===== config.mk =====
export PLATFORM = sky130hd
export DESIGN_NAME = script_line_word_tokenizer
export DESIGN_NICKNAME = d
export VERILOG_FILES = /design/src/sv/sltok_pkg.sv /design/src/sv/sltok_core.sv /design/src/sv/sltok_fifo.sv /design/src/sv/script_line_word_tokenizer.sv
export SDC_FILE = /design/constraint.sdc
export NUM_CORES = 1
export LEC_CHECK = 0
export BUFFER_PORTS_ARGS = -buffer_cell sky130_fd_sc_hd__buf_4
export CORE_MARGIN = 5
export CORE_UTILIZATION = 61
export CTS_CLUSTER_SIZE = 10
export DETAILED_ROUTE_END_ITERATION = 10
export GPL_TIMING_DRIVEN = 1
export PLACE_DENSITY = 0.79
export SYNTH_ARGS = -nofsm -noshare
export SYNTH_HDL_FRONTEND = slang
export SYNTH_HIERARCHICAL = 1
export SYNTH_SLANG_ARGS = --single-unit

===== constraint.sdc =====
create_clock -name clock -period 12.8 [get_ports clock]
set_input_delay 1.92 -clock clock [delete_from_list [all_inputs] [get_ports clock]]
set_output_delay 1.92 -clock clock [all_outputs]
set_load 0.05 [all_outputs]

===== src/sv/sltok_pkg.sv =====
// Shared types, character codes and helpers for the script line and word tokenizer.
`timescale 1ns / 1ps

package sltok_pkg;

   localparam logic [7:0] CH_BACKSLASH = 8'h5C;
   localparam logic [7:0] CH_QUOTE     = 8'h22;
   localparam logic [7:0] CH_SPACE     = 8'h20;
   localparam logic [7:0] CH_CR        = 8'h0D;
   localparam logic [7:0] CH_LF        = 8'h0A;
   localparam logic [7:0] CH_NUL       = 8'h00;

   localparam int START_W = 12;
   localparam int LENGTH_W = 13;
   localparam int COUNT_W = 12;
   localparam logic [COUNT_W-1:0] COUNT_MAX = '1;

   localparam logic KIND_WORD = 1'b0;
   localparam logic KIND_LINE = 1'b1;

   // Result queue geometry
   localparam int FIFO_DEPTH = 4;
   localparam int PTR_W = 2;
   localparam int FILL_W = 3;

   typedef enum logic [2:0] {
      CLS_EOL,
      CLS_BACKSLASH,
      CLS_QUOTE,
      CLS_SPACE,
      CLS_OTHER
   } char_class_type;

   typedef struct packed {
      logic                token_kind;
      logic [START_W-1:0]  start_pos;
      logic [LENGTH_W-1:0] token_length;
      logic [COUNT_W-1:0]  line_word_count;
      logic                overflow_seen;
      logic                last_in_run;
   } result_type;

   // Zero, one or two results written into the queue in one cycle
   typedef struct packed {
      logic [1:0] count;
      result_type first;
      result_type second;
   } push_type;

   function automatic logic [COUNT_W-1:0] count_inc(input logic [COUNT_W-1:0] value);
      logic [COUNT_W-1:0] result;
      result = (value == COUNT_MAX) ? value : value + 1'b1;
      return result;
   endfunction

endpackage


===== src/sv/sltok_core.sv =====
// Tokenizer state and per-byte classification, emitting up to two results per item.
`timescale 1ns / 1ps

module sltok_core import sltok_pkg::*; #(
   parameter int BUFFER_SIZE = 4096
) (
   input  logic       clock,
   input  logic       reset,
   input  logic       take,
   input  logic [7:0] data_byte,
   input  logic       end_of_buffer,
   output push_type   push
);

   localparam int PW = $clog2(BUFFER_SIZE + 1);
   localparam logic [PW-1:0] POS_LIMIT = PW'(BUFFER_SIZE);

   logic [PW-1:0]      pos_ff, pos_in;
   logic [PW-1:0]      line_begin_ff, line_begin_in;
   logic [PW-1:0]      word_begin_ff, word_begin_in;
   logic               escape_ff, escape_in;
   logic               quotes_ff, quotes_in;
   logic [COUNT_W-1:0] words_ff, words_in;
   logic               overflow_ff, overflow_in;

   char_class_type     char_class;
   logic               ovf_now;
   logic               flag;

   // State after the byte itself, before any buffer-end close
   logic [PW-1:0]      pos_a, line_begin_a, word_begin_a;
   logic               escape_a, quotes_a;
   logic [COUNT_W-1:0] words_a, words_line_a, words_line_b;

   result_type         cand [4];
   logic [3:0]         cand_vld;
   logic [1:0]         n_push;
   result_type         res0, res1;

   function automatic result_type make_result(input logic kind, input logic [PW-1:0] start,
                                              input logic [PW-1:0] len,
                                              input logic [COUNT_W-1:0] count,
                                              input logic ovf);
      result_type r;
      r.token_kind      = kind;
      r.start_pos       = START_W'(start);
      r.token_length    = LENGTH_W'(len);
      r.line_word_count = count;
      r.overflow_seen   = ovf;
      r.last_in_run     = 1'b0;
      return r;
   endfunction

   always_comb begin
      unique case (data_byte) inside
         CH_CR, CH_LF, CH_NUL: char_class = CLS_EOL;
         CH_BACKSLASH:         char_class = CLS_BACKSLASH;
         CH_QUOTE:             char_class = CLS_QUOTE;
         CH_SPACE:             char_class = CLS_SPACE;
         default:              char_class = CLS_OTHER;
      endcase
   end

   assign ovf_now = (pos_ff >= POS_LIMIT);
   assign flag    = overflow_ff | ovf_now;

   // Handling of the byte itself: word or line ends at the current position
   always_comb begin
      pos_a        = pos_ff;
      line_begin_a = line_begin_ff;
      word_begin_a = word_begin_ff;
      escape_a     = escape_ff;
      quotes_a     = quotes_ff;
      words_a      = words_ff;
      words_line_a = words_ff;
      cand[0]      = make_result(KIND_WORD, word_begin_ff, pos_ff - word_begin_ff, '0, flag);
      cand[1]      = make_result(KIND_LINE, line_begin_ff, pos_ff - line_begin_ff,
                                 words_line_a, flag);
      cand_vld[1:0] = 2'b00;
      if (!ovf_now) begin
         pos_a = pos_ff + 1'b1;
         case (char_class)
            CLS_EOL: begin
               if (pos_ff > line_begin_ff) begin
                  if (pos_ff > word_begin_ff) begin
                     cand_vld[0]  = 1'b1;
                     words_line_a = count_inc(words_ff);
                  end
                  cand_vld[1] = 1'b1;
                  cand[1]     = make_result(KIND_LINE, line_begin_ff, pos_ff - line_begin_ff,
                                            words_line_a, flag);
               end
               line_begin_a = pos_a;
               word_begin_a = pos_a;
               escape_a     = 1'b0;
               quotes_a     = 1'b0;
               words_a      = '0;
            end
            CLS_BACKSLASH: begin
               if (escape_ff) escape_a = 1'b0;
               else           escape_a = 1'b1;
            end
            CLS_QUOTE: begin
               if (escape_ff) escape_a = 1'b0;
               else           quotes_a = ~quotes_ff;
            end
            CLS_SPACE: begin
               if (escape_ff) begin
                  escape_a = 1'b0;
               end else if (!quotes_ff) begin
                  if (pos_ff > word_begin_ff) begin
                     cand_vld[0] = 1'b1;
                     words_a     = count_inc(words_ff);
                  end
                  word_begin_a = pos_a;
               end
            end
            default: escape_a = 1'b0;
         endcase
      end

      // Buffer end closes the open line just after the last byte
      cand_vld[3:2] = 2'b00;
      words_line_b  = words_a;
      if (end_of_buffer && (pos_a > line_begin_a)) begin
         if (pos_a > word_begin_a) begin
            cand_vld[2]  = 1'b1;
            words_line_b = count_inc(words_a);
         end
         cand_vld[3] = 1'b1;
      end
      cand[2] = make_result(KIND_WORD, word_begin_a, pos_a - word_begin_a, '0, flag);
      cand[3] = make_result(KIND_LINE, line_begin_a, pos_a - line_begin_a, words_line_b, flag);
   end

   // At most two candidates are ever valid; pack them in order
   always_comb begin
      n_push = 2'd0;
      res0   = cand[0];
      res1   = cand[1];
      for (int i = 0; i < 4; i++) begin
         if (cand_vld[i]) begin
            if (n_push == 2'd0) res0 = cand[i];
            else                res1 = cand[i];
            n_push = n_push + 2'd1;
         end
      end
      if (n_push == 2'd2) res1.last_in_run = 1'b1;
      else                res0.last_in_run = 1'b1;
   end

   assign push.count  = take ? n_push : 2'd0;
   assign push.first  = res0;
   assign push.second = res1;

   always_comb begin
      if (end_of_buffer) begin
         pos_in        = '0;
         line_begin_in = '0;
         word_begin_in = '0;
         escape_in     = 1'b0;
         quotes_in     = 1'b0;
         words_in      = '0;
         overflow_in   = 1'b0;
      end else begin
         pos_in        = pos_a;
         line_begin_in = line_begin_a;
         word_begin_in = word_begin_a;
         escape_in     = escape_a;
         quotes_in     = quotes_a;
         words_in      = words_a;
         overflow_in   = flag;
      end
   end

   always_ff @(posedge clock) begin
      if (reset) begin
         pos_ff        <= '0;
         line_begin_ff <= '0;
         word_begin_ff <= '0;
         escape_ff     <= 1'b0;
         quotes_ff     <= 1'b0;
         words_ff      <= '0;
         overflow_ff   <= 1'b0;
      end else if (take) begin
         pos_ff        <= pos_in;
         line_begin_ff <= line_begin_in;
         word_begin_ff <= word_begin_in;
         escape_ff     <= escape_in;
         quotes_ff     <= quotes_in;
         words_ff      <= words_in;
         overflow_ff   <= overflow_in;
      end
   end

endmodule


===== src/sv/sltok_fifo.sv =====
// Four-entry result queue taking up to two results per cycle and giving one.
`timescale 1ns / 1ps

module sltok_fifo import sltok_pkg::*; (
   input  logic       clock,
   input  logic       reset,
   input  push_type   push,
   output logic       space,
   output logic       out_valid,
   input  logic       out_ready,
   output result_type out_item
);

   result_type          entry_ff [FIFO_DEPTH];
   logic [PTR_W-1:0]    wr_ptr_ff, wr_ptr_in;
   logic [PTR_W-1:0]    rd_ptr_ff, rd_ptr_in;
   logic [FILL_W-1:0]   fill_ff, fill_in;
   logic                pop;

   assign out_valid = (fill_ff != '0);
   assign out_item  = entry_ff[rd_ptr_ff];
   assign pop       = out_valid & out_ready;
   // Room for a worst-case item of two results
   assign space     = (fill_ff <= FILL_W'(FIFO_DEPTH - 2));

   assign wr_ptr_in = wr_ptr_ff + PTR_W'(push.count);
   assign rd_ptr_in = rd_ptr_ff + PTR_W'(pop);
   assign fill_in   = fill_ff + FILL_W'(push.count) - FILL_W'(pop);

   always_ff @(posedge clock) begin
      if (push.count != 2'd0) entry_ff[wr_ptr_ff] <= push.first;
      if (push.count == 2'd2) entry_ff[wr_ptr_ff + PTR_W'(1)] <= push.second;
   end

   always_ff @(posedge clock) begin
      if (reset) begin
         wr_ptr_ff <= '0;
         rd_ptr_ff <= '0;
         fill_ff   <= '0;
      end else begin
         wr_ptr_ff <= wr_ptr_in;
         rd_ptr_ff <= rd_ptr_in;
         fill_ff   <= fill_in;
      end
   end

endmodule


===== src/sv/script_line_word_tokenizer.sv =====
// Top level of the script line and word tokenizer: byte stream in, word and line items out.
//
//   channel  | direction | tdata                                     | tlast         | tuser
//   req_     | in        | [7:0] data_byte                           | end_of_buffer | -
//   rsp_     | out       | [11:0] start_pos, [24:12] token_length,   | last_in_run   | token_kind
//            |           | [36:25] line_word_count, [37] overflow    |               |
//
// One byte is taken per cycle while req_tready is high; its results are written to a four-entry
// queue in the same cycle and reach rsp_ from the next cycle, one per cycle while rsp_ is ready.
// req_tready is high while the queue holds two results or fewer, so a byte that yields two
// results limits the rate to the result port's one item per cycle.
// Synchronous active-high reset clears the tokenizer state and empties the queue.

`timescale 1ns / 1ps

module script_line_word_tokenizer import sltok_pkg::*; #(
   parameter int BUFFER_SIZE = 4096
) (
   input  logic        clock,
   input  logic        reset,
   input  logic        req_tvalid,
   output logic        req_tready,
   input  logic [7:0]  req_tdata,   // [7:0] data_byte
   input  logic        req_tlast,
   output logic        rsp_tvalid,
   input  logic        rsp_tready,
   output logic [39:0] rsp_tdata,   // start_pos, token_length, line_word_count, overflow_seen
   output logic        rsp_tlast,
   output logic        rsp_tuser    // token_kind
);

   push_type   push;
   result_type out_item;
   logic       space;
   logic       take;

   assign req_tready = space;
   assign take       = req_tvalid & space;

   sltok_core #(
      .BUFFER_SIZE(BUFFER_SIZE)
   ) u_core (
      .clock        (clock),
      .reset        (reset),
      .take         (take),
      .data_byte    (req_tdata),
      .end_of_buffer(req_tlast),
      .push         (push)
   );

   sltok_fifo u_fifo (
      .clock    (clock),
      .reset    (reset),
      .push     (push),
      .space    (space),
      .out_valid(rsp_tvalid),
      .out_ready(rsp_tready),
      .out_item (out_item)
   );

   assign rsp_tdata = {2'b00, out_item.overflow_seen, out_item.line_word_count,
                       out_item.token_length, out_item.start_pos};
   assign rsp_tlast = out_item.last_in_run;
   assign rsp_tuser = out_item.token_kind;

endmodule


# [After elaboration in Yosys (flattened, before gate mapping)]
# Memories as Yosys holds them, arrays and structs flattened. A register that Yosys moved wholly into a read port is not among the register bits.
# Index checks and enable logic that the tools add are counted.
# W data, S select, Z words.
[totals] reg_bits=61 latch_bits=0 mem_bits_rw=160 rom_bits=0 in_bits=13 mem_count=1
[memory_table] memory="u_fifo.entry_ff" words=4 word_bits=40 rd=1 rd_clocked_by_memory_dff=1 write_ports=2 line_no="sltok_fifo.sv:14" rtl="result_type entry_ff [FIFO_DEPTH];"
[op_classes] n_addsub=15 mul=0 n_div=0 n_lt_le_gt_ge=6 n_eq_ne=14 shift=0 muxes=64 n_bitwise=4 n_reduce_logical=12
[ops] operator="$mux W40" count=10
[ops] operator="$mux W13" count=9
[ops] operator="$mux W12" count=9
[ops] operator="$gt A13 B13 Y1" count=4
[ops] operator="$sub A13 B13 Y13" count=4
[ops] operator="$mux W14" count=3
[ops] operator="$pmux W13 S2" count=1
[ops] operator="$add A12 B1 Y12 const B" count=2
[ops] operator="$eq A12 B12 Y1 const B" count=2
[ops] operator="$pmux W12 S2" count=1
[ops] operator="$mux W1" count=20
[ops] operator="$eq A8 B4 Y1 const B" count=2
[ops] operator="$eq A8 B6 Y1 const B" count=2
[ops] operator="$mux W2" count=8
[ops] operator="$add A13 B1 Y13 const B" count=1
[ops] operator="$ge A13 B13 Y1 const B" count=1
[ops] operator="$pmux W3 S4" count=1
[ops] operator="$eq A8 B7 Y1 const B" count=1
[ops] operator="$logic_not A8 Y1" count=1
[ops] operator="$add A2 B1 Y2 const B" count=3
[ops] operator="$eq A3 B2 Y1 const B" count=2
[ops] operator="$logic_not A2 Y1" count=3
[ops] operator="$reduce_bool A3 Y1" count=2
[ops] operator="$eq A2 B2 Y1 const B" count=2
[ops] operator="19 further kinds" count=21

# [Longest topological paths before layout]
[depth] ltp_word=17 depth_mapped=28 mapped_depth_nobuf=24

# [Hierarchy]
# Netlist, hierarchy kept.
[by_module_without_submodules] module="sltok_core" instances=1 cells_each=1226 area_per_inst_um2=8390.5 seq_area_each_um2=1081.0
[by_module_without_submodules] module="sltok_fifo" instances=1 cells_each=433 area_per_inst_um2=8236.6 seq_area_each_um2=4944.7
[by_module_without_submodules] module="script_line_word_tokenizer" instances=1 cells_each=4 area_per_inst_um2=25.0 seq_area_each_um2=0.0

# [Worst setup path before layout]
# OpenSTA, ideal clock, no wires.
[synth_timing] kind="input-to-reg" startpoint="in req_tdata[1]" endpoint="mem u_fifo/entry_ff[0][0] (netlist bit), enable pin" arrival_time_ns=8.917 required_time_ns=12.302 slack_ns=3.385 path_stages=21 n_path_buf=4 cell_sequence="buf_4 and3b_1 a22o_1 o21ai_0 clkbuf_1 clkbuf_1 nand2_1 o21ai_0 inv_1 ha_1 a21o_1 or2_2 a31o_2 o21ai_1 o21ai_2 buf_4 a21oi_1 xor2_1 nor2_1 nor2_1 o31ai_1"
[synth_rtl] element="start, declared" line_no="script_line_word_tokenizer.sv:23" rtl="input logic [7:0] req_tdata,"
[synth_rtl] element="end, declared" line_no="sltok_fifo.sv:14"

==> flow_metrics.py <==
metrics = {
    "outcome": {
        "status": "finished clean",
    },
    "yosys": {
        "avgSynthCellArea_um2": 10.01,
        "synth_top_area_cell": "edfxtp_1",
        "yosysSeqAreaShare_pct": 36.19,
        "ys_top_cells_by_area": "edfxtp_1, dfxtp_1, mux2_2",
        "synth_cell_types": 96,
        "yosys_warnings": 6,
        "async_flop_share_pct": 0,
        "synth.top_cell.area_share_pct": 28.85,
        "synth_area_um2": 16650,
        "syn_inst": 1663,
        "synth_ff_type": "edfxtp_1",
        "synth_seq_cells": 221,
        "synth_edf_count": 160,
    },
    "floorplan": {
        "num_io_pins": 57,
        "dieArea_um2": 30700,
        "die_x_um": 175.2,
        "core_area_um2": 26950,
        "rows": 60,
        "die_h_um": 175.2,
        "initial_utilization_pct": 61.79,
    },
    "power": {
        "p_per_area_nw_per_um2": 136.6,
        "peakVddDrop_mv": 0.1142,
        "power.leakage_nw": 6.708,
    },
    "route": {
        "drtIter0Drc": 1664,
        "ant_nets": 0,
        "route.vias.total": 13470,
        "wire_per_inst_um": 22.59,
        "drt-total-wl_um": 45520,
        "drt_first_pass_iters": 6,
        "drc": 0,
        "viasPerCell": 6.686,
    },
    "clocking": {
        "cts-root-buf": "clkbuf_16",
        "cts_setup_buffers": 0,
        "cts_hold_buf": 0,
        "clk_latency_ns": 0.53,
        "cts.sinks": 221,
        "cts_resized": 0,
        "cts_tree": "yes",
        "path_clk_slew_ns": 0.05,
        "cts_buffer_depth": 3,
        "cts_max_level": 1,
        "cts_buffers": 27,
    },
    "setup_path": {
        "rrSetupSlack_ns": 6.03,
        "reg2reg_from": "u_core/pos_ff[12]",
        "critical_path.endpoint_type": "register",
        "critPathRequiredTime_ns": 13.02,
        "cp_max_fo": 41,
        "criticalPathCategory": "primary input to register",
        "cpLargestDelayFamily": "compound AO/OA/AOI/OAI gates",
        "crit_chain": "buf_4 -> nor4_1 -> a22o_1 -> nand2_1 -> o21ai_0 -> ha_1 -> nor2b_1 -> o21ai_0 -> a21boi_0 -> o31ai_1 -> a31oi_1 -> a41oi_1 -> a21oi_1 -> xor2_1 -> nor2_1 -> nand4b_2 -> buf_4 -> o31ai_4 -> buf_4",
        "critPathArrivalTime_ns": 8.17,
        "cp-start-kind": "primary input",
        "max_stage_delay_ns": 0.66,
        "cpMostUsedCell": "buf_4",
        "critPathBufInv": 3,
        "cp.depth": 19,
        "r2r-end": "u_fifo/entry_ff[0][25]",
        "reg2reg_depth": 18,
        "cpMaxStageDelayCell": "a41oi_1",
    },
    "timing": {
        "fin_setup_tns_ns": 0,
        "hold_viol_final": 0,
        "period_minus_slack_ns": 7.946,
        "tightest_slew_ns": 1.140,
        "setup_violations": 0,
        "fin_skew_ns": 0.01285,
        "drv_slew": 0,
        "finalCritPeriodShare_pct": 62.08,
        "rsz0062_at_grt": "no",
        "clock.fmax_mhz": 125.8,
        "slew_headroom_pct": 24.00,
    },
    "finish": {
        "instances_no_fill": 2015,
        "drive_gt1_share_pct": 16.97,
        "num_antenna_cells": 0,
        "fin_nets": 1736,
        "areaGrowthSynthToFinish_pct": 7.228,
        "stdcell_area_um2": 17860,
        "fin_util_pct": 66.25,
    },
    "worst_hold_path": {
        "min_path_type": "register to register",
        "whs_endpoint": "u_core/overflow_ff",
        "min_from": "u_core/overflow_ff",
        "min_path_cells": 2,
    },
    "placement": {
        "gp_congestion": 1.012,
        "place_inst": 1972,
        "port_buffers": 54,
        "place_area_um2": 17070,
        "place_hpwl_um": 32440,
    },
    "global_route": {
        "grt_max_degree": 63,
        "grt_overflow_total": 0,
        "antenna_found_initial": 0,
        "grt_first_pass_wirelength_um": 71740,
        "grt_pass1_vias": 12590,
        "grt_usage_pct": 29.11,
    },
    "job": {
        "max_cap_violations": 0,
    },
}
==> state kept, by name, summed over array words and instances, names as in the netlist <==
signal / count
u_core/escape_ff: 1
u_core/quotes_ff: 1
u_core/overflow_ff: 1
u_core/words_ff: 12
u_fifo/entry_ff: 160
u_core/line_begin_ff: 13
u_fifo/fill_ff: 3
u_fifo/rd_ptr_ff: 2
u_fifo/wr_ptr_ff: 2
u_core/word_begin_ff: 13
u_core/pos_ff: 13
==> synthesized netlist by cell type, types with 6 or more instances <==
master and number:
nor3_1 19, a22oi_1 30, inv_1 67, buf_2 24, o22ai_1 7, nand3_1 31
a211oi_1 16, a21o_1 23, and3_1 11, xnor2_1 46, nor2_1 181, mux2_1 77
nand4_1 17, o31ai_1 15, nor4_1 6, mux4_2 40, o21ai_0 74, o211ai_1 16
dfxtp_1 61, mux2i_1 51, or3_1 9, edfxtp_1 160, nor2b_1 16, o21ai_1 9
clkbuf_1 47, and2_1 15, buf_6 12, a21oi_1 115, nand2_1 115, nand2b_1 14
xor2_1 32, ha_1 58, mux2_2 94, buf_4 18, a31oi_1 18
==> cell families after synthesis <==
kind of cell             share of synthesized area (%)
other                                          0.04510
AO/OA/AOI/OAI                                    14.62
buffers and inverters                            5.350
flip-flops                                       36.19
multiplexers                                     20.21
XOR/XNOR                                         4.373
adder cells (fa/ha/maj)                          5.027
AND/OR/NAND/NOR                                  14.19
==> report_power, final <==
group	switching (mW)	total (mW)	internal, mW
combinational	0.550	0.856	0.307
clock	0.285	0.699	0.414
sequential	0.0303	0.883	0.853
total	0.865	2.44	1.57
==> worst register-to-register path, stage by stage (launching register included) <==
cell and delay (ns):
dfxtp_1 0.33, nor4_1 0.44, a22o_1 0.24, nand2_1 0.52, o21ai_0 0.62, ha_1 0.25, nor2b_1 0.06, o21ai_0 0.20
a21boi_0 0.19, o31ai_1 0.32, a31oi_1 0.21, a41oi_1 0.66, a21oi_1 0.15, xor2_1 0.18, nor2_1 0.60, nand4b_2 0.26
buf_4 0.55, o31ai_4 0.31, buf_4 0.36
==> layer usage <==
layer | global-route usage, % | part of all wire [%] | vias to the layer above | routed length, um
met3 | 5.409 | 11 | 94 | 4985
met4 | 7.627 | 2.7 | 0 | 1244
met5 | 0 | 0 | - | 0
met2 | 43.29 | 43 | 714 | 19780
li1 | - | - | 6151 | -
met1 | 43.95 | 43 | 6514 | 19520
==> stage by stage <==
step	hold slack, ns	power, mW	setup WS [ns]
after detailed placement	0.4608	1.743	4.449
after floorplan	0.4293	1.534	3.385
after global routing	0.4960	2.534	4.386
after CTS	0.4732	2.439	4.966
after global placement	0.4432	1.726	4.681
final	0.4645	2.439	4.854
==> how the worst max path moves through the flow <==
stage | slack, ns | end | from
detailed placement | 4.45 | u_fifo/entry_ff[0][37] | req_tdata[0]
global route | 4.39 | u_fifo/entry_ff[0][31] | req_tdata[0]
finish | 4.85 | u_fifo/entry_ff[0][25] | req_tdata[0]
floorplan | 3.39 | u_fifo/entry_ff[0][0] | req_tdata[1]
global placement | 4.68 | u_fifo/entry_ff[0][35] | req_tdata[0]
CTS | 4.97 | u_fifo/entry_ff[0][31] | req_tdata[0]
==> area by class of cell <==
cell class	instances	area, um2
inverter	67	251.5
clock inverter	4	43.79
clock buffer	39	740.7
multi-input combinational	1268	9802
tap	341	426.7
fill	2076	9095
timing repair buffer	75	563.0
sequential	221	6028
==> cell usage in the layout, fill, tap and decap left out, types with 16 or more instances in the layout <==
master,instances
edfxtp_1,160
dfxtp_1,59
a22oi_1,30
nor2_1,179
o211ai_1,16
a31oi_1,18
nor3_1,19
nand2_1,115
nand4_1,17
xnor2_1,46
a21oi_1,115
mux2_2,94
buf_4,75
a211oi_1,16
ha_1,58
nand3_1,31
o21ai_0,73
inv_1,67
mux4_2,40
mux2_1,77
xor2_1,32
a21o_1,23
mux2i_1,51
clkbuf_16,27
(Power assumes the default switching activity.)
